--- src/hdl/mmdp_pkg.sv ---
// Shared types and constants for the modular matrix dot product block.
package mmdp_pkg;

  // Fixed port field widths.
  localparam int ELEM_W      = 64;
  localparam int IN_TDATA_W  = 2 * ELEM_W;
  localparam int OUT_TDATA_W = ELEM_W;

  // Default element width and the modulus after reset.
  localparam int                ELEM_BITS_DEF = 64;
  localparam logic [ELEM_W-1:0] MODULUS_RESET = 64'd2;

  // Partial products of the split multiplier: two halves of each operand.
  localparam int MUL_STEPS = 4;
  localparam int SEL_W     = 2;

  // Controller states.
  typedef enum logic [1:0] {
    ST_IDLE,
    ST_MUL,
    ST_MOD,
    ST_ACC
  } state_t;

  // Commands from the controller to the datapath.
  typedef struct packed {
    logic             load;      // capture the input beat
    logic             pp_mul;    // form one partial product
    logic [SEL_W-1:0] pp_sel;    // which operand halves: {a half, b half}
    logic             pp_add;    // add the previous partial product
    logic             mod_step;  // one shift-subtract remainder step
    logic             acc;       // add the remainder into the running sum
    logic             emit;      // hand the sum to the output register
  } dp_cmd_t;

  // Status from the datapath to the controller.
  typedef struct packed {
    logic last;      // the item in work closes an inner product
    logic out_full;  // the output register holds an untaken beat
  } dp_stat_t;

endpackage

--- src/hdl/mmdp_ctrl.sv ---
// Controller state machine that sequences multiply, reduce and accumulate.
module mmdp_ctrl import mmdp_pkg::*; #(
  parameter int ELEM_BITS = ELEM_BITS_DEF
) (
  input  logic     clk,
  input  logic     rst,
  input  logic     s_tvalid,
  output logic     s_tready,
  input  logic     m_tready,
  input  dp_stat_t stat,
  output dp_cmd_t  cmd
);

  localparam int                CNT_W    = $clog2(2 * ELEM_BITS);
  localparam logic [CNT_W-1:0] MUL_LAST = CNT_W'(MUL_STEPS);
  localparam logic [CNT_W-1:0] MOD_LAST = CNT_W'(2 * ELEM_BITS - 1);

  state_t           state, state_next;
  logic [CNT_W-1:0] cnt, cnt_next;
  logic             can_finish;

  // The sum may retire unless it must emit into a full, stalled output register.
  assign can_finish = !stat.last || !stat.out_full || m_tready;

  // Next state and step counter.
  always_comb begin
    state_next = state;
    cnt_next   = cnt;
    unique case (state)
      ST_IDLE: begin
        cnt_next = '0;
        if (s_tvalid) begin
          state_next = ST_MUL;
        end
      end
      ST_MUL: begin
        if (cnt == MUL_LAST) begin
          state_next = ST_MOD;
          cnt_next   = '0;
        end else begin
          cnt_next = cnt + 1'b1;
        end
      end
      ST_MOD: begin
        if (cnt == MOD_LAST) begin
          state_next = ST_ACC;
          cnt_next   = '0;
        end else begin
          cnt_next = cnt + 1'b1;
        end
      end
      ST_ACC: begin
        if (can_finish) begin
          state_next = ST_IDLE;
        end
      end
      default: begin
        state_next = ST_IDLE;
      end
    endcase
  end

  // Commands for the datapath.
  always_comb begin
    cmd      = '0;
    s_tready = 1'b0;
    unique case (state)
      ST_IDLE: begin
        s_tready = 1'b1;
        cmd.load = s_tvalid;
      end
      ST_MUL: begin
        cmd.pp_mul = (cnt != MUL_LAST);
        cmd.pp_sel = cnt[SEL_W-1:0];
        cmd.pp_add = (cnt != '0);
      end
      ST_MOD: begin
        cmd.mod_step = 1'b1;
      end
      ST_ACC: begin
        cmd.acc  = can_finish;
        cmd.emit = can_finish && stat.last;
      end
      default: begin
        cmd = '0;
      end
    endcase
  end

  // State registers.
  always_ff @(posedge clk) begin
    if (rst) begin
      state <= ST_IDLE;
      cnt   <= '0;
    end else begin
      state <= state_next;
      cnt   <= cnt_next;
    end
  end

endmodule

--- src/hdl/mmdp_dpath.sv ---
// Datapath: split multiplier, shift-subtract remainder, modular accumulator.
module mmdp_dpath import mmdp_pkg::*; #(
  parameter int ELEM_BITS = ELEM_BITS_DEF
) (
  input  logic                   clk,
  input  logic                   rst,
  input  logic                   cfg_valid,
  input  logic [ELEM_W-1:0]      cfg_data,
  input  logic [IN_TDATA_W-1:0]  s_tdata,
  input  logic                   s_tlast,
  output logic                   m_tvalid,
  input  logic                   m_tready,
  output logic [OUT_TDATA_W-1:0] m_tdata,
  input  dp_cmd_t                cmd,
  output dp_stat_t               stat
);

  localparam int N      = ELEM_BITS;
  localparam int HALF   = (N + 1) / 2;
  localparam int OPW    = 2 * HALF;
  localparam int PPW    = 2 * HALF;
  localparam int SUMW   = 2 * OPW;
  localparam int PROD_W = 2 * N;

  logic [ELEM_W-1:0] modulus;
  logic [N-1:0]      q;
  logic              q_zero;
  logic [OPW-1:0]    a_reg, b_reg;
  logic              last_reg;
  logic [HALF-1:0]   a_half, b_half;
  logic [PPW-1:0]    pp;
  logic [SEL_W-1:0]  pp_sel_q;
  logic [SUMW-1:0]   pp_shifted, prod_sum;
  logic [PROD_W-1:0] prod;
  logic [N-1:0]      rem;
  logic [N:0]        rem_shift, rem_diff;
  logic [N-1:0]      rem_next;
  logic [N-1:0]      sum, addend, sum_new;
  logic [N:0]        acc_raw, acc_diff;

  assign q      = modulus[N-1:0];
  assign q_zero = (q == '0);

  // Configuration register.
  always_ff @(posedge clk) begin
    if (rst) begin
      modulus <= MODULUS_RESET;
    end else if (cfg_valid) begin
      modulus <= cfg_data;
    end
  end

  // Operand capture; bits above the element width are dropped.
  always_ff @(posedge clk) begin
    if (cmd.load) begin
      a_reg    <= OPW'(s_tdata[N-1:0]);
      b_reg    <= OPW'(s_tdata[ELEM_W +: N]);
      last_reg <= s_tlast;
    end
  end

  // One half-by-half partial product per cycle, registered.
  assign a_half = cmd.pp_sel[1] ? a_reg[OPW-1:HALF] : a_reg[HALF-1:0];
  assign b_half = cmd.pp_sel[0] ? b_reg[OPW-1:HALF] : b_reg[HALF-1:0];

  always_ff @(posedge clk) begin
    if (cmd.pp_mul) begin
      pp       <= a_half * b_half;
      pp_sel_q <= cmd.pp_sel;
    end
  end

  // Align the partial product by the weight of its halves.
  always_comb begin
    pp_shifted = SUMW'(pp);
    if (pp_sel_q[1] && pp_sel_q[0]) begin
      pp_shifted = SUMW'(pp) << OPW;
    end else if (pp_sel_q[1] || pp_sel_q[0]) begin
      pp_shifted = SUMW'(pp) << HALF;
    end
  end

  assign prod_sum = SUMW'(prod) + pp_shifted;

  // Remainder step: shift in the next product bit and subtract q once.
  assign rem_shift = {rem, prod[PROD_W-1]};
  assign rem_diff  = rem_shift - {1'b0, q};
  assign rem_next  = (rem_shift >= {1'b0, q}) ? rem_diff[N-1:0] : rem_shift[N-1:0];

  // Product accumulates partial products, then rotates once per remainder
  // step so that its low word is intact after all 2N steps.
  always_ff @(posedge clk) begin
    if (cmd.load) begin
      prod <= '0;
      rem  <= '0;
    end else if (cmd.pp_add) begin
      prod <= prod_sum[PROD_W-1:0];
    end else if (cmd.mod_step) begin
      prod <= {prod[PROD_W-2:0], prod[PROD_W-1]};
      rem  <= rem_next;
    end
  end

  // Modular add; a zero modulus means plain wraparound at the element width.
  assign addend   = q_zero ? prod[N-1:0] : rem;
  assign acc_raw  = {1'b0, sum} + {1'b0, addend};
  assign acc_diff = acc_raw - {1'b0, q};

  always_comb begin
    if (q_zero) begin
      sum_new = acc_raw[N-1:0];
    end else if (acc_raw >= {1'b0, q}) begin
      sum_new = acc_diff[N-1:0];
    end else begin
      sum_new = acc_raw[N-1:0];
    end
  end

  // Running sum, cleared when an inner product closes.
  always_ff @(posedge clk) begin
    if (rst) begin
      sum <= '0;
    end else if (cmd.acc) begin
      sum <= cmd.emit ? '0 : sum_new;
    end
  end

  // Output register.
  always_ff @(posedge clk) begin
    if (rst) begin
      m_tvalid <= 1'b0;
    end else if (cmd.emit) begin
      m_tvalid <= 1'b1;
    end else if (m_tready) begin
      m_tvalid <= 1'b0;
    end
  end

  always_ff @(posedge clk) begin
    if (cmd.emit) begin
      m_tdata <= OUT_TDATA_W'(sum_new);
    end
  end

  assign stat.last     = last_reg;
  assign stat.out_full = m_tvalid;

endmodule

--- src/hdl/modular_matrix_dot_product.sv ---
// Modular multiply-accumulate top level: one element of a matrix product mod q.
// Timing: an item retires once its multiply, remainder and accumulate states are done;
// a closing item's sum is on m_tdata from that edge. Items are taken one at a time,
// each only once the last retires; the one-bit-per-cycle shift-subtract remainder sets
// the pace, and a full, stalled output register holds back a closing item.
// Reset (rst, synchronous): modulus returns to 2, the sum to 0, no beat pending.
module modular_matrix_dot_product import mmdp_pkg::*; #(
  parameter int ELEM_BITS = ELEM_BITS_DEF
) (
  input  logic                   clk,
  input  logic                   rst,
  // Configuration write channel: modulus.
  input  logic                   cfg_valid,
  output logic                   cfg_ready,
  input  logic [ELEM_W-1:0]      cfg_data,
  // Input stream.
  input  logic                   s_tvalid,
  output logic                   s_tready,
  input  logic [IN_TDATA_W-1:0]  s_tdata,   // a_elem [63:0], b_elem [127:64]
  input  logic                   s_tlast,
  // Output stream.
  output logic                   m_tvalid,
  input  logic                   m_tready,
  output logic [OUT_TDATA_W-1:0] m_tdata    // dot [63:0]
);

  dp_cmd_t  cmd;
  dp_stat_t stat;

  assign cfg_ready = 1'b1;

  // Sequencer.
  mmdp_ctrl #(
    .ELEM_BITS(ELEM_BITS)
  ) u_ctrl (
    .clk     (clk),
    .rst     (rst),
    .s_tvalid(s_tvalid),
    .s_tready(s_tready),
    .m_tready(m_tready),
    .stat    (stat),
    .cmd     (cmd)
  );

  // Arithmetic and output register.
  mmdp_dpath #(
    .ELEM_BITS(ELEM_BITS)
  ) u_dpath (
    .clk      (clk),
    .rst      (rst),
    .cfg_valid(cfg_valid),
    .cfg_data (cfg_data),
    .s_tdata  (s_tdata),
    .s_tlast  (s_tlast),
    .m_tvalid (m_tvalid),
    .m_tready (m_tready),
    .m_tdata  (m_tdata),
    .cmd      (cmd),
    .stat     (stat)
  );

endmodule

--- config.mk ---
export PLATFORM = sky130hd
export DESIGN_NAME = modular_matrix_dot_product
export DESIGN_NICKNAME = d
export VERILOG_FILES = /design/src/hdl/mmdp_pkg.sv /design/src/hdl/mmdp_ctrl.sv /design/src/hdl/mmdp_dpath.sv /design/src/hdl/modular_matrix_dot_product.sv
export SDC_FILE = /design/constraint.sdc
export NUM_CORES = 2
export LEC_CHECK = 0
export ABC_AREA = 0
export CORE_UTILIZATION = 60
export DETAILED_ROUTE_END_ITERATION = 8
export DONT_BUFFER_PORTS = 1
export GPL_TIMING_DRIVEN = 1
export PLACE_DENSITY_LB_ADDON = 0.05
export SKIP_LAST_GASP = 1
export SLEW_MARGIN = 30
export SYNTH_ARGS = -nofsm -noshare
export SYNTH_HDL_FRONTEND = slang
export SYNTH_HIERARCHICAL = 1
export SYNTH_SLANG_ARGS = --single-unit
--- constraint.sdc ---
create_clock -name clk -period 12.9 [get_ports clk]
set_clock_uncertainty 0.05 [all_clocks]
set_input_delay 2.58 -clock clk [delete_from_list [all_inputs] [get_ports clk]]
set_output_delay 2.58 -clock clk [all_outputs]
set_load 0.02 [all_outputs]
==> PnR_summary.wiki <==
{| class="wikitable"
! Metric !! Value
|-
| Transition at the pin with the smallest max-transition slack || ~1000 ps
|-
| Max Cap Violations || 0
|-
| DIE AREA || roughly 130000 µm²
|-
| Final HPWL from detailed placement || roughly 220000 µm
|-
| TritonCTS Buffers || 73
|-
| Worst rel slew slack || a little under a third
|-
| DR iter-0 viols || 7044
|-
| Number of enable flip-flop cells after synthesis || between 200 and 300
|-
| Per-cell via count in the routed design || around 6.5
|-
| Run status || finished, final reports clean
|-
| Flip-flop and latch count after synthesis || a little under 600
|-
| Number of unique standard cell types used by synthesis || ~110
|-
| Number of instances on the worst hold path || 2
|-
| Finished Layout Cells || 10330
|-
| Required time of the critical path || 13280 ps
|-
| Global Route Usage Sum || a little over two fifths
|-
| Unrepaired setup endpoints after global routing || no
|-
| Combined buffer and inverter count along the critical path || 6
|-
| Slowest stage cell on the critical path || sky130_fd_sc_hd__mux2i_4
|-
| Count of cell instances traversed by the critical path || 29
|-
| Endpoints failing hold || 0
|-
| Net count reported at finish || 10290
|-
| Area of all placed cells without fillers || approximately 81000 µm²
|-
| Synthesis-to-finish area growth || 4.939%
|-
| Number of buffers added on ports || 0
|-
| I/O pin count || approximately 270
|-
| Terminating pin of the worst hold path || u_dpath/sum[62]$_SDFFE_PP0P_
|-
| Post-Route WL || approximately 270000 µm
|-
| Total of fill cells in the finished design || about 11000
|-
| Clk sink count || ~600
|-
| Largest stage delay, worst path || ~850 ps
|-
| First-pass iteration count of the detailed router || 7
|-
| Most frequently used flop master after synthesis || sky130_fd_sc_hd__dfxtp_1
|-
| Hold buffer count at CTS || 0
|-
| Per-instance average area after synthesis || between 8 and 9 µm²
|-
| Deepest clock path buffer count || 3
|-
| Worst setup slack before clock tree synthesis || 2685 ps
|-
| PostCTS Resize Cnt || 0
|-
| Highest attainable clock frequency || between 90 and 100 MHz
|-
| Nets in the synthesized netlist || roughly 11000
|-
| CTS tree || yes
|-
| Gate Count Post-Synth || between 8000 and 9000
|-
| Global route total overflow || 0
|-
| Global-route wire length before repair || between 400000 and 500000 µm
|-
| Site row count || approximately 130
|-
| Area of the placeable core || around 130000 µm²
|-
| Arrival time of the worst setup path || 10780 ps
|-
| Effective utilization at floorplan || a little over 60%
|-
| Wire length per cell || roughly 27 µm
|-
| Final setup slack of the worst path || approximately 2500 ps
|-
| Post-Place Cell Area || between 70000 and 80000 µm²
|-
| Total DRC errors in the routed layout || 0
|-
| Via count of the first global-routing pass || between 60000 and 70000
|-
| Height of the die || between 300 and 400 µm
|-
| Dominant cell type by count on the critical path || sky130_fd_sc_hd__fa_1
|-
| Cells on worst reg2reg path || 29
|-
| Maximum level of the CTS H-tree || 3
|-
| Critical register-to-register path endpoint || u_dpath/pp[61]$_DFFE_PP_
|-
| Count of warnings emitted by yosys || 6
|-
| Hold path startpoint || u_dpath/sum[62]$_SDFFE_PP0P_
|-
| Minimum clock period after layout || a little over 10000 ps
|-
| Maximum number of pins on one net before global-route repair || 102
|-
| CP Capture Type || flop
|-
| Die outline width || between 300 and 400 µm
|-
| Share of layout cells above drive strength 1 || approximately 6%
|-
| Register bank with the most flops || u_dpath/prod
|-
| Path class of the lowest-slack min-delay path || reg2reg
|-
| Final Cycle Share || approximately four fifths
|-
| Critical path peak fanout || between 40 and 50
|-
| Total via count after detailed routing || about 67000
|-
| Beginning of the worst register-to-register path || u_ctrl/state[1]$_SDFFE_PP0P_
|-
| Post-CTS setup buffer count || 0
|-
| Cell at the root of the clock tree || sky130_fd_sc_hd__clkbuf_16
|-
| Antenna violations before repair || 5
|-
| Routability Congestion || 1.019
|-
| Critical path type || reg2reg
|-
| Remaining antenna violation count || 0
|-
| Startpoint types || flop
|-
| Clock input transition at the sequential cells of the worst setup and hold paths || 60 ps
|-
| Largest delay share family, worst path || adder cells
|-
| Cell area after synthesis || just under 80000 µm²
|-
| Placed cell count || slightly above 10000
|-
| # setup viols final || 0
|-
| Count of final max-slew check failures || 0
|-
| Total Neg Setup Slack || 0 ps
|-
| Sequential area share after synthesis || 18.64%
|-
| Setup slack of the most critical reg-to-reg path || between 2000 and 3000 ps
|-
| Skew-Pair Late Insertion Delay || 720 ps
|-
| Post-synth ARST share || 0%
|-
| Largest register FFs || 128
|}
kinds of logic after synthesis:
kind of cell / count (synthesis) / share of synthesized area, %
AND/OR/NAND/NOR: 2603 / 14.94
AO/OA/AOI/OAI: 1903 / 16.33
buffers and inverters: 1595 / 7.985
adder cells (fa/ha/maj): 1489 / 32.89
flip-flops: 589 / 18.64
multiplexers: 394 / 5.405
XOR/XNOR: 336 / 3.813
other: 1 / 0.004859
through the flow:
step	hold WS (ps)	utilization [%]
after global placement	400.4	61.40
after detailed placement	412.2	61.44
final	428.0	63.52
after floorplan	381.8	-
after CTS	423.2	63.50
after global routing	459.4	63.51
worst register-to-register path, delay by kind of cell, from the launching register on:
family	cells	cell delay (ps)
compound gates	7	2130
xor+xnor	1	80
fa+ha+maj	10	4670
buf+inv	6	960
flops	1	350
mux	1	900
simple gates	4	980
worst max-delay path by stage:
stage | slack (ps) | start | endpoint
2_1_floorplan | 3270 | u_ctrl/state[1]$_SDFFE_PP0P_ | u_dpath/pp[63]$_DFFE_PP_
3_3_place_gp | 2820 | u_ctrl/state[1]$_SDFFE_PP0P_ | u_dpath/pp[61]$_DFFE_PP_
3_5_place_dp | 2690 | u_ctrl/state[1]$_SDFFE_PP0P_ | u_dpath/pp[61]$_DFFE_PP_
4_1_cts | 2640 | u_ctrl/state[1]$_SDFFE_PP0P_ | u_dpath/pp[61]$_DFFE_PP_
5_1_grt | 2170 | u_ctrl/state[1]$_SDFFE_PP0P_ | u_dpath/pp[61]$_DFFE_PP_
6_report | 2500 | u_ctrl/state[1]$_SDFFE_PP0P_ | u_dpath/pp[61]$_DFFE_PP_
metal layers:
| metal | global-route usage, % | vias up | share of wire, % |
|---|---|---|---|
| met5 | 0 | - | 0.015 |
| met3 | 8.741 | 973 | 10 |
| met2 | 66.13 | 3708 | 45 |
| met4 | 26.17 | 6 | 7.7 |
| met1 | 51.72 | 32720 | 38 |
| li1 | - | 29530 | - |
cell usage after synthesis, types with 28 or more instances:
cell / number / area [µm²]
sky130_fd_sc_hd__a211oi_1: 153 / 1149
sky130_fd_sc_hd__a21o_1: 228 / 1712
sky130_fd_sc_hd__a21oi_1: 525 / 2628
sky130_fd_sc_hd__a22o_1: 99 / 867.1
sky130_fd_sc_hd__a311oi_1: 34 / 297.8
sky130_fd_sc_hd__a31oi_1: 64 / 400.4
sky130_fd_sc_hd__and2_1: 78 / 488.0
sky130_fd_sc_hd__and3_1: 70 / 437.9
sky130_fd_sc_hd__buf_1: 28 / 105.1
sky130_fd_sc_hd__buf_2: 47 / 235.2
sky130_fd_sc_hd__clkbuf_1: 394 / 1479
sky130_fd_sc_hd__dfxtp_1: 330 / 6606
sky130_fd_sc_hd__edfxtp_1: 259 / 7777
sky130_fd_sc_hd__fa_1: 900 / 18020
sky130_fd_sc_hd__ha_1: 589 / 7370
sky130_fd_sc_hd__inv_1: 1103 / 4140
sky130_fd_sc_hd__mux2_2: 176 / 1982
sky130_fd_sc_hd__mux2i_1: 212 / 2122
sky130_fd_sc_hd__nand2_1: 1008 / 3784
sky130_fd_sc_hd__nand2b_1: 46 / 287.8
sky130_fd_sc_hd__nand3_1: 127 / 635.6
sky130_fd_sc_hd__nand4_1: 136 / 850.8
sky130_fd_sc_hd__nor2_1: 841 / 3157
sky130_fd_sc_hd__nor2b_1: 94 / 588.1
sky130_fd_sc_hd__nor3_1: 72 / 360.4
sky130_fd_sc_hd__nor4_1: 38 / 237.7
sky130_fd_sc_hd__o211ai_1: 36 / 270.3
sky130_fd_sc_hd__o21a_1: 42 / 315.3
sky130_fd_sc_hd__o21ai_0: 312 / 1562
sky130_fd_sc_hd__o21ai_1: 47 / 235.2
sky130_fd_sc_hd__o21bai_1: 87 / 653.1
sky130_fd_sc_hd__o22ai_1: 29 / 181.4
sky130_fd_sc_hd__o31ai_1: 33 / 247.7
sky130_fd_sc_hd__xnor2_1: 219 / 1918
sky130_fd_sc_hd__xor2_1: 117 / 1025
placed cells by master (no fill, tap or decap), types with 136 or more instances in the layout:
| cell | n |
|---|---|
| sky130_fd_sc_hd__inv_1 | 1103 |
| sky130_fd_sc_hd__fa_1 | 900 |
| sky130_fd_sc_hd__mux2i_1 | 176 |
| sky130_fd_sc_hd__edfxtp_1 | 259 |
| sky130_fd_sc_hd__nor2_1 | 838 |
| sky130_fd_sc_hd__ha_1 | 588 |
| sky130_fd_sc_hd__a21oi_1 | 525 |
| sky130_fd_sc_hd__nand4_1 | 136 |
| sky130_fd_sc_hd__nand2_1 | 1007 |
| sky130_fd_sc_hd__o21ai_0 | 312 |
| sky130_fd_sc_hd__a21o_1 | 228 |
| sky130_fd_sc_hd__dfxtp_1 | 330 |
| sky130_fd_sc_hd__mux2_2 | 176 |
| sky130_fd_sc_hd__a211oi_1 | 153 |
| sky130_fd_sc_hd__xnor2_1 | 219 |
final cells by class:
class | instances | area, µm² | area share, %
Clock buffer | 87 | 1983 | 2.448
Tap cell | 1662 | 2079 | 2.567
Antenna cell | 5 | 12.51 | 0.01545
Timing Repair Buffer | 107 | 823.3 | 1.016
Clock inverter | 47 | 639.4 | 0.7894
Inverter | 1104 | 4146 | 5.119
Multi-Input combinational cell | 6726 | 56930 | 70.28
Sequential cell | 589 | 14380 | 17.76
Power is left out: the tool's default activity adds up to more than one toggle a clock period on the data nets, which glitch-free logic cannot reach.
